### config.mk
export PLATFORM = sky130hd
export DESIGN_NAME = line_centroid_pid_motor_drive
export DESIGN_NICKNAME = d
export VERILOG_FILES = /design/src/sv/lcp_pkg.sv /design/src/sv/line_centroid_pid_motor_drive.sv /design/src/sv/lcp_front.sv /design/src/sv/lcp_fifo.sv /design/src/sv/lcp_div.sv /design/src/sv/lcp_back.sv
export SDC_FILE = /design/constraint.sdc
export NUM_CORES = 2
export LEC_CHECK = 0
export BUFFER_PORTS_ARGS = -buffer_cell sky130_fd_sc_hd__clkbuf_2
export CORE_MARGIN = 2
export CORE_UTILIZATION = 40
export DETAILED_ROUTE_END_ITERATION = 12
export HOLD_SLACK_MARGIN = 0.15
export PLACE_DENSITY_LB_ADDON = 0.12
export SLEW_MARGIN = 10
export SYNTH_ARGS = -nofsm -noshare
export SYNTH_HDL_FRONTEND = slang
export SYNTH_SLANG_ARGS = --single-unit
export TNS_END_PERCENT = 10
### constraint.sdc
create_clock -name clk -period 7.48 [get_ports clk]
set_clock_uncertainty 0.1 [all_clocks]
set_input_delay 1.87 -clock clk [delete_from_list [all_inputs] [get_ports clk]]
set_output_delay 1.87 -clock clk [all_outputs]
set_load 0.02 [all_outputs]
### src/sv/lcp_pkg.sv
package lcp_pkg;

	// fixed field widths
	localparam int SENSOR_W   = 8;
	localparam int SPEED_W    = 8;
	localparam int GAIN_W     = 24;
	localparam int POS_W      = 13;
	localparam int CNT_W      = 4;
	localparam int ERR_W      = 15;
	localparam int DERIV_W    = 16;
	localparam int POS_SUM_W  = 16;
	localparam int CMP_W      = 16;
	localparam int SPD_W      = 14;
	localparam int IN_DATA_W  = 24;
	localparam int OUT_DATA_W = 88;

	// sensor array and scaling
	localparam int SENSOR_COUNT = 8;
	localparam int POS_STEP     = 1000;
	localparam int FRAC_BITS    = 16;
	localparam int SPEED_SCALE  = 13;
	localparam int CMP_LIMIT    = 65535 / SPEED_SCALE;
	localparam logic [CMP_W-1:0] CMP_MAX = 16'hFFFF;

	// configuration port
	localparam int CFG_IDX_W  = 3;
	localparam int CFG_DATA_W = 24;
	localparam logic [CFG_IDX_W-1:0] REG_GAIN_PROP  = 3'd0;
	localparam logic [CFG_IDX_W-1:0] REG_GAIN_INTEG = 3'd1;
	localparam logic [CFG_IDX_W-1:0] REG_GAIN_DERIV = 3'd2;
	localparam logic [CFG_IDX_W-1:0] REG_TARGET_POS = 3'd3;
	localparam logic [CFG_IDX_W-1:0] REG_MAX_LEFT   = 3'd4;
	localparam logic [CFG_IDX_W-1:0] REG_MAX_RIGHT  = 3'd5;

	localparam logic [GAIN_W-1:0]  RST_GAIN_PROP  = 24'd983;
	localparam logic [GAIN_W-1:0]  RST_GAIN_INTEG = 24'd197;
	localparam logic [GAIN_W-1:0]  RST_GAIN_DERIV = 24'd655360;
	localparam logic [POS_W-1:0]   RST_TARGET_POS = 13'd3750;
	localparam logic [SPEED_W-1:0] RST_MAX_LEFT   = 8'd100;
	localparam logic [SPEED_W-1:0] RST_MAX_RIGHT  = 8'd100;

	typedef struct packed {
		logic [GAIN_W-1:0]  gain_prop;
		logic [GAIN_W-1:0]  gain_integ;
		logic [GAIN_W-1:0]  gain_deriv;
		logic [POS_W-1:0]   target_position;
		logic [SPEED_W-1:0] max_left;
		logic [SPEED_W-1:0] max_right;
	} cfg_t;

	// classified sample handed from front to back
	typedef struct packed {
		logic [POS_SUM_W-1:0] pos_sum;
		logic [CNT_W-1:0]     count;
		logic [SPEED_W-1:0]   base_left;
		logic [SPEED_W-1:0]   base_right;
	} item_t;

	typedef struct packed {
		logic [CMP_W-1:0] right_reverse;
		logic [CMP_W-1:0] right_forward;
		logic [CMP_W-1:0] left_reverse;
		logic [CMP_W-1:0] left_forward;
		logic             drive_valid;
		logic [CNT_W-1:0] sensors_on;
		logic [POS_W-1:0] line_position;
	} result_t;

	typedef enum logic [2:0] {
		B_IDLE,
		B_DIV,
		B_ERR,
		B_MUL,
		B_CORR,
		B_SPD,
		B_CMP
	} back_state_t;

endpackage

### src/sv/line_centroid_pid_motor_drive.sv
// channel | direction | handshake          | payload
// s       | in        | s_tvalid/s_tready  | s_tdata: sensor_bits, base_left, base_right
// m       | out       | m_tvalid/m_tready  | m_tdata: position, count, drive flag, compares
// cfg     | in        | cfg_we (no wait)   | cfg_index, cfg_data
//
// in the back end one sample passes through a fifo pop, the two-bit-per-cycle centroid
// divider, error update, the shared 18x25 multiplier, then truncation, speed clamp and
// compare. arst_n clears gains to their defaults, the error window and the previous
// error to zero. the front takes new samples into a two-entry queue while the back end
// works, and the back end works on the next sample while a result waits in the output
// register, holding in the compare step until that result is taken.
module line_centroid_pid_motor_drive #(
	parameter int SUM_WINDOW = 5
) (
	input  logic                             clk,
	input  logic                             arst_n,
	input  logic                             s_tvalid,
	output logic                             s_tready,
	// [7:0] sensor_bits, [15:8] base_left, [23:16] base_right
	input  logic [lcp_pkg::IN_DATA_W-1:0]    s_tdata,
	output logic                             m_tvalid,
	input  logic                             m_tready,
	// [12:0] line_position, [16:13] sensors_on, [17] drive_valid, [33:18] left_forward,
	// [49:34] left_reverse, [65:50] right_forward, [81:66] right_reverse, rest zero
	output logic [lcp_pkg::OUT_DATA_W-1:0]   m_tdata,
	input  logic                             cfg_we,
	input  logic [lcp_pkg::CFG_IDX_W-1:0]    cfg_index,
	input  logic [lcp_pkg::CFG_DATA_W-1:0]   cfg_data
);
	import lcp_pkg::*;

	localparam int PAD_W = OUT_DATA_W - $bits(result_t);

	cfg_t    cfg_q;
	item_t   front_item;
	item_t   fifo_item;
	logic    push;
	logic    full;
	logic    fifo_pop;
	logic    fifo_empty;
	result_t result;

	// config registers, indexes past the list are dropped
	always_ff @(posedge clk or negedge arst_n) begin
		if (!arst_n) begin
			cfg_q.gain_prop       <= RST_GAIN_PROP;
			cfg_q.gain_integ      <= RST_GAIN_INTEG;
			cfg_q.gain_deriv      <= RST_GAIN_DERIV;
			cfg_q.target_position <= RST_TARGET_POS;
			cfg_q.max_left        <= RST_MAX_LEFT;
			cfg_q.max_right       <= RST_MAX_RIGHT;
		end else if (cfg_we) begin
			case (cfg_index)
				REG_GAIN_PROP:  cfg_q.gain_prop       <= cfg_data[GAIN_W-1:0];
				REG_GAIN_INTEG: cfg_q.gain_integ      <= cfg_data[GAIN_W-1:0];
				REG_GAIN_DERIV: cfg_q.gain_deriv      <= cfg_data[GAIN_W-1:0];
				REG_TARGET_POS: cfg_q.target_position <= cfg_data[POS_W-1:0];
				REG_MAX_LEFT:   cfg_q.max_left        <= cfg_data[SPEED_W-1:0];
				REG_MAX_RIGHT:  cfg_q.max_right       <= cfg_data[SPEED_W-1:0];
				default: ;
			endcase
		end
	end

	// front: input register and sensor popcount / weighted sum
	lcp_front u_front (
		.clk      (clk),
		.arst_n   (arst_n),
		.s_tvalid (s_tvalid),
		.s_tready (s_tready),
		.s_tdata  (s_tdata),
		.full     (full),
		.push     (push),
		.item     (front_item)
	);

	// decoupling queue between front and back
	lcp_fifo u_fifo (
		.clk    (clk),
		.arst_n (arst_n),
		.push   (push),
		.din    (front_item),
		.full   (full),
		.pop    (fifo_pop),
		.dout   (fifo_item),
		.empty  (fifo_empty)
	);

	// back: centroid divide, pid terms, speed split
	lcp_back #(
		.SUM_WINDOW (SUM_WINDOW)
	) u_back (
		.clk        (clk),
		.arst_n     (arst_n),
		.cfg        (cfg_q),
		.fifo_empty (fifo_empty),
		.fifo_item  (fifo_item),
		.fifo_pop   (fifo_pop),
		.m_tvalid   (m_tvalid),
		.m_tready   (m_tready),
		.result     (result)
	);

	assign m_tdata = {{PAD_W{1'b0}}, result};

endmodule

### src/sv/lcp_front.sv
module lcp_front (
	input  logic                             clk,
	input  logic                             arst_n,
	input  logic                             s_tvalid,
	output logic                             s_tready,
	input  logic [lcp_pkg::IN_DATA_W-1:0]    s_tdata,  // sensor_bits, base_left, base_right
	input  logic                             full,
	output logic                             push,
	output lcp_pkg::item_t                   item
);
	import lcp_pkg::*;

	localparam int NBITS  = (SENSOR_COUNT < SENSOR_W) ? SENSOR_COUNT : SENSOR_W;
	localparam int WSUM_W = $clog2(NBITS * (NBITS + 1) / 2 + 1);

	logic                  valid_s1;
	logic [IN_DATA_W-1:0]  data_s1;
	logic [CNT_W-1:0]      cnt_c;
	logic [WSUM_W-1:0]     wsum_c;

	assign s_tready = !valid_s1 || !full;
	assign push     = valid_s1 && !full;

	always_ff @(posedge clk or negedge arst_n) begin
		if (!arst_n) begin
			valid_s1 <= 1'b0;
		end else if (s_tvalid && s_tready) begin
			valid_s1 <= 1'b1;
		end else if (push) begin
			valid_s1 <= 1'b0;
		end
	end

	always_ff @(posedge clk) begin
		if (s_tvalid && s_tready) begin
			data_s1 <= s_tdata;
		end
	end

	// popcount and weighted sum of set sensors
	always_comb begin
		cnt_c  = '0;
		wsum_c = '0;
		for (int k = 0; k < NBITS; k++) begin
			if (data_s1[k]) begin
				cnt_c  = cnt_c + CNT_W'(1);
				wsum_c = wsum_c + WSUM_W'(k + 1);
			end
		end
	end

	always_comb begin
		item.pos_sum    = POS_SUM_W'(wsum_c * POS_STEP);
		item.count      = cnt_c;
		item.base_left  = data_s1[SENSOR_W +: SPEED_W];
		item.base_right = data_s1[SENSOR_W + SPEED_W +: SPEED_W];
	end

endmodule

### src/sv/lcp_fifo.sv
module lcp_fifo (
	input  logic           clk,
	input  logic           arst_n,
	input  logic           push,
	input  lcp_pkg::item_t din,
	output logic           full,
	input  logic           pop,
	output lcp_pkg::item_t dout,
	output logic           empty
);
	import lcp_pkg::*;

	localparam int DEPTH = 2;
	localparam int PTR_W = $clog2(DEPTH);

	item_t            mem_q [DEPTH];
	logic [PTR_W-1:0] wptr_q;
	logic [PTR_W-1:0] rptr_q;
	logic [PTR_W:0]   fill_q;

	assign full  = (fill_q == (PTR_W + 1)'(DEPTH));
	assign empty = (fill_q == '0);
	assign dout  = mem_q[rptr_q];

	always_ff @(posedge clk or negedge arst_n) begin
		if (!arst_n) begin
			wptr_q <= '0;
			rptr_q <= '0;
			fill_q <= '0;
		end else begin
			if (push) begin
				wptr_q <= wptr_q + PTR_W'(1);
			end
			if (pop) begin
				rptr_q <= rptr_q + PTR_W'(1);
			end
			if (push && !pop) begin
				fill_q <= fill_q + (PTR_W + 1)'(1);
			end else if (pop && !push) begin
				fill_q <= fill_q - (PTR_W + 1)'(1);
			end
		end
	end

	always_ff @(posedge clk) begin
		if (push) begin
			mem_q[wptr_q] <= din;
		end
	end

endmodule

### src/sv/lcp_div.sv
module lcp_div (
	input  logic                            clk,
	input  logic                            arst_n,
	input  logic                            start,
	input  logic [lcp_pkg::POS_SUM_W-1:0]   dividend,
	input  logic [lcp_pkg::CNT_W-1:0]       divisor,
	output logic                            done,
	output logic [lcp_pkg::POS_SUM_W-1:0]   quotient
);
	import lcp_pkg::*;

	// two restoring steps per cycle
	localparam int STEPS = POS_SUM_W / 2;
	localparam int STEP_W = $clog2(STEPS);

	logic              busy_q;
	logic [STEP_W-1:0] cnt_q;
	logic [CNT_W-1:0]  div_q;
	logic [CNT_W-1:0]  rem_q;
	logic [POS_SUM_W-1:0] quo_q;
	logic [CNT_W-1:0]  rem_c;
	logic [POS_SUM_W-1:0] quo_c;
	logic [CNT_W:0]    t_c;

	assign done     = busy_q && (cnt_q == '0);
	assign quotient = quo_q;

	always_comb begin
		rem_c = rem_q;
		quo_c = quo_q;
		t_c   = '0;
		for (int j = 0; j < 2; j++) begin
			t_c   = {rem_c, quo_c[POS_SUM_W-1]};
			quo_c = {quo_c[POS_SUM_W-2:0], 1'b0};
			if (t_c >= {1'b0, div_q}) begin
				t_c      = t_c - {1'b0, div_q};
				quo_c[0] = 1'b1;
			end
			rem_c = t_c[CNT_W-1:0];
		end
	end

	always_ff @(posedge clk or negedge arst_n) begin
		if (!arst_n) begin
			busy_q <= 1'b0;
			cnt_q  <= '0;
		end else if (start) begin
			busy_q <= 1'b1;
			cnt_q  <= STEP_W'(STEPS - 1);
		end else if (busy_q) begin
			if (cnt_q == '0) begin
				busy_q <= 1'b0;
			end else begin
				cnt_q <= cnt_q - STEP_W'(1);
			end
		end
	end

	always_ff @(posedge clk) begin
		if (start) begin
			div_q <= divisor;
			rem_q <= '0;
			quo_q <= dividend;
		end else if (busy_q) begin
			rem_q <= rem_c;
			quo_q <= quo_c;
		end
	end

endmodule

### src/sv/lcp_back.sv
module lcp_back #(
	parameter int SUM_WINDOW = 5
) (
	input  logic             clk,
	input  logic             arst_n,
	input  lcp_pkg::cfg_t    cfg,
	input  logic             fifo_empty,
	input  lcp_pkg::item_t   fifo_item,
	output logic             fifo_pop,
	output logic             m_tvalid,
	input  logic             m_tready,
	output lcp_pkg::result_t result
);
	import lcp_pkg::*;

	localparam int INTEG_W = ERR_W + $clog2(SUM_WINDOW + 1);
	localparam int MUL_A_W = INTEG_W;
	localparam int MUL_B_W = GAIN_W + 1;
	localparam int PROD_W  = MUL_A_W + MUL_B_W;
	localparam int ACC_W   = PROD_W + 2;
	localparam int CORR_W  = ACC_W - FRAC_BITS;
	localparam int SUM_W   = CORR_W + 1;
	localparam int HIST_D  = (SUM_WINDOW > 1) ? SUM_WINDOW - 1 : 1;
	localparam logic [1:0] MUL_LAST = 2'd3;
	localparam logic signed [SUM_W-1:0] SPD_LO = SUM_W'(-(CMP_LIMIT + 1));

	back_state_t state_q, state_d;
	logic        div_start;
	logic        div_done;
	logic [POS_SUM_W-1:0] div_quo;
	logic        out_load;

	item_t                      item_q;
	logic [POS_W-1:0]           pos_q;
	logic signed [ERR_W-1:0]    err_q;
	logic signed [ERR_W-1:0]    prev_err_q;
	logic signed [DERIV_W-1:0]  deriv_q;
	logic signed [INTEG_W-1:0]  integ_q;
	logic signed [INTEG_W-1:0]  hist_sum;
	logic [1:0]                 mcnt_q;
	logic signed [MUL_A_W-1:0]  mul_a;
	logic signed [MUL_B_W-1:0]  mul_b;
	logic signed [PROD_W-1:0]   prod_q;
	logic signed [ACC_W-1:0]    acc_q;
	logic signed [ACC_W-1:0]    acc_adj;
	logic signed [CORR_W-1:0]   corr_q;
	logic signed [SUM_W-1:0]    left_full;
	logic signed [SUM_W-1:0]    right_full;
	logic signed [SUM_W-1:0]    max_l_ext;
	logic signed [SUM_W-1:0]    max_r_ext;
	logic signed [SPD_W-1:0]    left_q;
	logic signed [SPD_W-1:0]    right_q;
	logic [POS_W-1:0]           pos_c;
	logic signed [ERR_W-1:0]    err_c;
	logic signed [INTEG_W-1:0]  err_ext;
	logic                       out_valid_q;
	result_t                    out_q;

	function automatic logic [CMP_W-1:0] cmp_value(input logic signed [SPD_W-1:0] spd,
			input logic rev);
		logic [SPD_W-1:0] mag;
		logic [CMP_W-1:0] res;
		mag = rev ? SPD_W'(-spd) : spd;
		if (rev ? (spd >= 0) : (spd < 0)) begin
			res = '0;
		end else if (mag > SPD_W'(CMP_LIMIT)) begin
			res = CMP_MAX;
		end else begin
			res = CMP_W'(mag) * CMP_W'(SPEED_SCALE);
		end
		return res;
	endfunction

	lcp_div u_div (
		.clk      (clk),
		.arst_n   (arst_n),
		.start    (div_start),
		.dividend (fifo_item.pos_sum),
		.divisor  (fifo_item.count),
		.done     (div_done),
		.quotient (div_quo)
	);

	// next state
	always_comb begin
		state_d = state_q;
		case (state_q)
			B_IDLE: if (!fifo_empty) state_d = B_DIV;
			B_DIV:  if (div_done) state_d = B_ERR;
			B_ERR:  state_d = B_MUL;
			B_MUL:  if (mcnt_q == MUL_LAST) state_d = B_CORR;
			B_CORR: state_d = B_SPD;
			B_SPD:  state_d = B_CMP;
			B_CMP:  if (!out_valid_q || m_tready) state_d = B_IDLE;
			default: state_d = B_IDLE;
		endcase
	end

	// state outputs
	always_comb begin
		fifo_pop  = 1'b0;
		div_start = 1'b0;
		out_load  = 1'b0;
		case (state_q)
			B_IDLE: begin
				fifo_pop  = !fifo_empty;
				div_start = !fifo_empty;
			end
			B_CMP: out_load = !out_valid_q || m_tready;
			default: ;
		endcase
	end

	always_ff @(posedge clk or negedge arst_n) begin
		if (!arst_n) begin
			state_q <= B_IDLE;
		end else begin
			state_q <= state_d;
		end
	end

	// error terms
	assign pos_c   = (item_q.count == '0) ? '0 : div_quo[POS_W-1:0];
	assign err_c   = $signed({2'b00, cfg.target_position}) - $signed({2'b00, pos_c});
	assign err_ext = {{(INTEG_W - ERR_W){err_c[ERR_W-1]}}, err_c};

	generate
		if (SUM_WINDOW > 1) begin : g_hist
			logic signed [ERR_W-1:0]   hist_q [HIST_D];
			logic signed [INTEG_W-1:0] hist_sum_q;
			logic signed [INTEG_W-1:0] oldest_ext;

			assign oldest_ext = {{(INTEG_W - ERR_W){hist_q[HIST_D-1][ERR_W-1]}},
				hist_q[HIST_D-1]};
			assign hist_sum   = hist_sum_q;

			// running sum of the window, oldest error drops out
			always_ff @(posedge clk or negedge arst_n) begin
				if (!arst_n) begin
					for (int k = 0; k < HIST_D; k++) begin
						hist_q[k] <= '0;
					end
					hist_sum_q <= '0;
				end else if (state_q == B_ERR) begin
					for (int k = HIST_D - 1; k > 0; k--) begin
						hist_q[k] <= hist_q[k-1];
					end
					hist_q[0]  <= err_c;
					hist_sum_q <= hist_sum_q + err_ext - oldest_ext;
				end
			end
		end else begin : g_nohist
			assign hist_sum = '0;
		end
	endgenerate

	always_ff @(posedge clk or negedge arst_n) begin
		if (!arst_n) begin
			prev_err_q <= '0;
		end else if (state_q == B_ERR) begin
			prev_err_q <= err_c;
		end
	end

	// shared multiplier operand select
	always_comb begin
		case (mcnt_q)
			2'd0: begin
				mul_a = {{(MUL_A_W - ERR_W){err_q[ERR_W-1]}}, err_q};
				mul_b = $signed({1'b0, cfg.gain_prop});
			end
			2'd1: begin
				mul_a = integ_q;
				mul_b = $signed({1'b0, cfg.gain_integ});
			end
			default: begin
				mul_a = {{(MUL_A_W - DERIV_W){deriv_q[DERIV_W-1]}}, deriv_q};
				mul_b = $signed({1'b0, cfg.gain_deriv});
			end
		endcase
	end

	// truncate toward zero
	assign acc_adj = acc_q + (acc_q[ACC_W-1] ? ACC_W'((2 ** FRAC_BITS) - 1) : ACC_W'(0));

	assign max_l_ext  = $signed({{(SUM_W - SPEED_W){1'b0}}, cfg.max_left});
	assign max_r_ext  = $signed({{(SUM_W - SPEED_W){1'b0}}, cfg.max_right});
	assign left_full  = $signed({{(SUM_W - SPEED_W){1'b0}}, item_q.base_left})
		+ {corr_q[CORR_W-1], corr_q};
	assign right_full = $signed({{(SUM_W - SPEED_W){1'b0}}, item_q.base_right})
		- {corr_q[CORR_W-1], corr_q};

	always_ff @(posedge clk or negedge arst_n) begin
		if (!arst_n) begin
			mcnt_q <= '0;
		end else if (state_q == B_ERR) begin
			mcnt_q <= '0;
		end else if (state_q == B_MUL) begin
			mcnt_q <= mcnt_q + 2'd1;
		end
	end

	always_ff @(posedge clk) begin
		if (fifo_pop) begin
			item_q <= fifo_item;
		end
		case (state_q)
			B_ERR: begin
				pos_q   <= pos_c;
				err_q   <= err_c;
				deriv_q <= {err_c[ERR_W-1], err_c} - {prev_err_q[ERR_W-1], prev_err_q};
				integ_q <= err_ext + hist_sum;
				acc_q   <= '0;
			end
			B_MUL: begin
				prod_q <= mul_a * mul_b;
				if (mcnt_q != 2'd0) begin
					acc_q <= acc_q + {{2{prod_q[PROD_W-1]}}, prod_q};
				end
			end
			B_CORR: corr_q <= acc_adj[ACC_W-1:FRAC_BITS];
			B_SPD: begin
				// clamp above by config; clamp below only where compare saturates anyway
				if (left_full > max_l_ext) begin
					left_q <= max_l_ext[SPD_W-1:0];
				end else if (left_full < SPD_LO) begin
					left_q <= SPD_LO[SPD_W-1:0];
				end else begin
					left_q <= left_full[SPD_W-1:0];
				end
				if (right_full > max_r_ext) begin
					right_q <= max_r_ext[SPD_W-1:0];
				end else if (right_full < SPD_LO) begin
					right_q <= SPD_LO[SPD_W-1:0];
				end else begin
					right_q <= right_full[SPD_W-1:0];
				end
			end
			default: ;
		endcase
	end

	// output register
	always_ff @(posedge clk or negedge arst_n) begin
		if (!arst_n) begin
			out_valid_q <= 1'b0;
		end else if (out_load) begin
			out_valid_q <= 1'b1;
		end else if (m_tready) begin
			out_valid_q <= 1'b0;
		end
	end

	always_ff @(posedge clk) begin
		if (out_load) begin
			out_q.line_position <= pos_q;
			out_q.sensors_on    <= item_q.count;
			out_q.drive_valid   <= (item_q.count != '0);
			out_q.left_forward  <= cmp_value(left_q, 1'b0);
			out_q.left_reverse  <= cmp_value(left_q, 1'b1);
			out_q.right_forward <= cmp_value(right_q, 1'b0);
			out_q.right_reverse <= cmp_value(right_q, 1'b1);
		end
	end

	assign m_tvalid = out_valid_q;
	assign result   = out_q;

	a_start_idle: assert property (@(posedge clk) disable iff (!arst_n)
		div_start |-> (state_q == B_IDLE) && !fifo_empty)
		else $error("divider started outside idle");
	a_load_after_cmp: assert property (@(posedge clk) disable iff (!arst_n)
		$rose(out_valid_q) |-> $past(state_q) == B_CMP)
		else $error("result appeared without compare step");
	a_drive_flag: assert property (@(posedge clk) disable iff (!arst_n)
		out_valid_q |-> (out_q.drive_valid == (out_q.sensors_on != '0)))
		else $error("drive flag disagrees with sensor count");
	a_dir_excl: assert property (@(posedge clk) disable iff (!arst_n)
		out_valid_q |-> (out_q.left_forward == '0 || out_q.left_reverse == '0)
			&& (out_q.right_forward == '0 || out_q.right_reverse == '0))
		else $error("forward and reverse both driven");

endmodule
==> qor.csv <==
metric,value,unit
Synth-to-Final Area Change,16.3,%
drt wl/cell,18.3,um
placed cell count,7056,
"commonest non-fill, non-tap cell in the layout",inv_1,
"Clk Latency, worst-skew pair",670,ps
highest-delay cell along the critical path,fa_1,
share of layout cells above drive strength 1,16.2,%
Mapped Area,51100,sq um
CTS Buffer Depth,3,
critical path class,flop to flop,
Synth Warn #,0,
RSZ-0062 raised after global routing,yes,
Vias,36500,
total core area,127000,sq um
# rows,131,
Final Setup Violations,0,
CP most frequent cell,fa_1,
clock root cell,clkbuf_16,
area occupied by multi-input gates,30600,sq um
Async SR Flop Fraction,31.3,%
final antenna-violating net count,0,
max_slew headroom,19.0,%
Post-synth EDFFs,413,
Max Slew Vio Count,0,
non-filler instance count after layout,7234,
min Tclk post-route,7370,ps
detailed placer's ending HPWL,106000,um
Die ar.,131000,sq um
CP top delay family,adder cells,
Clock Pin Slew Worst Setup and Hold Paths,60,ps
fin nets,6489,
GR Overflow Total,0,
Crit. End Element,flop,
fin util,46.7,%
setup TNS,0,ps
hold buffer count at cts,0,
register area share after synthesis,33.8,%
Max Cap Viol,0,
TritonCTS clock tree,yes,
Worst setup SP type,flop,
crit-path max cell delay,540,ps
Die X,361,um
Die H,361,um
Final Hold Viols,0,
hold slack,316,ps
CP required,7790,ps
crit path DAT,7680,ps
most frequent cells in the layout,"842 x inv_1, 579 x nand2_1, 484 x ha_1",
first drt pass iteration count,5,
Post-Synthesis Cells,5129,
FILL cells,12000,
buffer and inverter count on the worst path,12,
htree depth,3,
total clock buffers created by CTS,72,
Post-synth top flop,edfxtp_1,
outcome,"complete, no violations",
Starting Density,40.1,%
first-pass GRT wire length,208000,um
Fmax achieved,136,MHz
worst hold path class,flop to flop,
I/O Buffers,139,
worst slew pin tran,1210,ps
pin count of the biggest net entering global routing,76,
DRC violation count after routing,0,
Via density,5.04,
Avg Inst Size Synth,9.96,sq um
count of cell types in the netlist,83,
largest fanout on the critical path,8,
register area,17300,sq um
register bit total from synthesis,607,
initial drt markers,2054,
# clock sinks,607,
routed wire length,132000,um
GRT Total Usage,20.4,%
fin crit share,98.6,%
IO Count,146,
RD Place Congestion,0.892,
vias in the first global route,37600,
initial antenna violation count,5,
==> final cells by class <==
cell class	instances	share of cell area, %
inverters	864	5.46
clock buffers	95	3.42
flip-flops and latches	607	29.1
multi-input cells	3492	51.6
well taps	1662	3.50
repair buffers	476	6.44
clock inverters	37	0.539
diodes	1	0.00421
==> cells in the mapped netlist, types with 21 or more instances <==
cell type / n / area [sq um]
a21o_1: 112 / 841
nand4_1: 28 / 175
inv_1: 863 / 3240
mux2_2: 123 / 1390
o21bai_1: 40 / 300
a211oi_1: 23 / 173
and2_1: 27 / 169
and3_1: 21 / 131
nor3_1: 47 / 235
fa_1: 417 / 8350
mux2i_1: 24 / 240
o21ai_0: 190 / 951
a21oi_1: 295 / 1480
a31oi_1: 22 / 138
nor2_1: 309 / 1160
a22o_1: 31 / 272
xor2_1: 108 / 946
nand2b_1: 35 / 219
clkbuf_1: 143 / 537
nand3_1: 73 / 365
ha_1: 503 / 6290
o21a_1: 30 / 225
dfstp_2: 27 / 709
nand2_1: 605 / 2270
xnor2_1: 198 / 1730
nor2b_1: 25 / 156
edfxtp_1: 413 / 12400
dfrtp_1: 163 / 4080
==> kinds of logic (layout without fill, tap and decap cells) <==
group	Yosys count	count (layout)	synth area share [%]
buf+inv	1035	1472	7.70
compound gates	867	867	10.6
flops	607	607	33.8
simple gates	1245	1245	10.7
xor+xnor	307	307	5.29
other cells	1	7	0.00734
fa+ha+maj	920	920	28.7
mux	147	147	3.18
==> state kept, by name, indices dropped and copies added (netlist names), 2 cells and up <==
name	flops
cfg_q	101
u_back.acc_q	45
u_back.corr_q	29
u_back.deriv_q	15
u_back.err_q	14
u_back.g_hist.hist_q	56
u_back.g_hist.hist_sum_q	18
u_back.integ_q	18
u_back.item_q	20
u_back.left_q	14
u_back.mcnt_q	2
u_back.pos_q	13
u_back.prod_q	43
u_back.result	82
u_back.right_q	14
u_back.state_q	3
u_back.u_div.cnt_q	3
u_back.u_div.quotient	16
u_back.u_div.rem_q	4
u_fifo.fill_q	2
u_fifo.mem_q	66
u_front.data_s1	24
==> routing by layer <==
metal	up-vias	track usage (%)	part of all wire [%]	wire length, um
met1	17800	26.3	44	58500
met2	670	34.8	48	63400
met5	-	0	0.0098	13
li1	17800	-	-	-
met4	2	6.81	3.6	4790
met3	192	3.27	4.3	5710
==> stage by stage <==
stage                     setup WS [ps]  area (sq um)
final                               107         59400
after global routing               -113         59400
after CTS                         -22.4         58200
after detailed placement           -209         55800
after global placement            -68.8         55800
after floorplan                   -28.1         51100
==> path summary, 6_finish.rpt <==
kind,endpoint,slack (ps),cells past startpoint,startpoint
setup / recovery,u_back.prod_q[41],110,32,u_back.mcnt_q[0]
hold / removal,u_back.result[4],320,0,u_back.pos_q[4]
max in group asynchronous,u_fifo.rptr_q,4780,2,arst_n
min in group asynchronous,cfg_q[70],1130,1,arst_n
setup reg to reg,u_back.prod_q[41],110,32,u_back.mcnt_q[0]
hold reg to reg,u_back.result[4],320,0,u_back.pos_q[4]
==> timing repair <==
action / in CTS / in global routing
setup buffers: 0 / 43
cloned: 0 / 3
endpoints found under the setup margin: 10 / 21
pin swaps: 2 / 119
gates resized for setup: 22 / 186
Power is not shown: default switching activity piles up to over one toggle a cycle in this logic, so the estimate is an artifact.
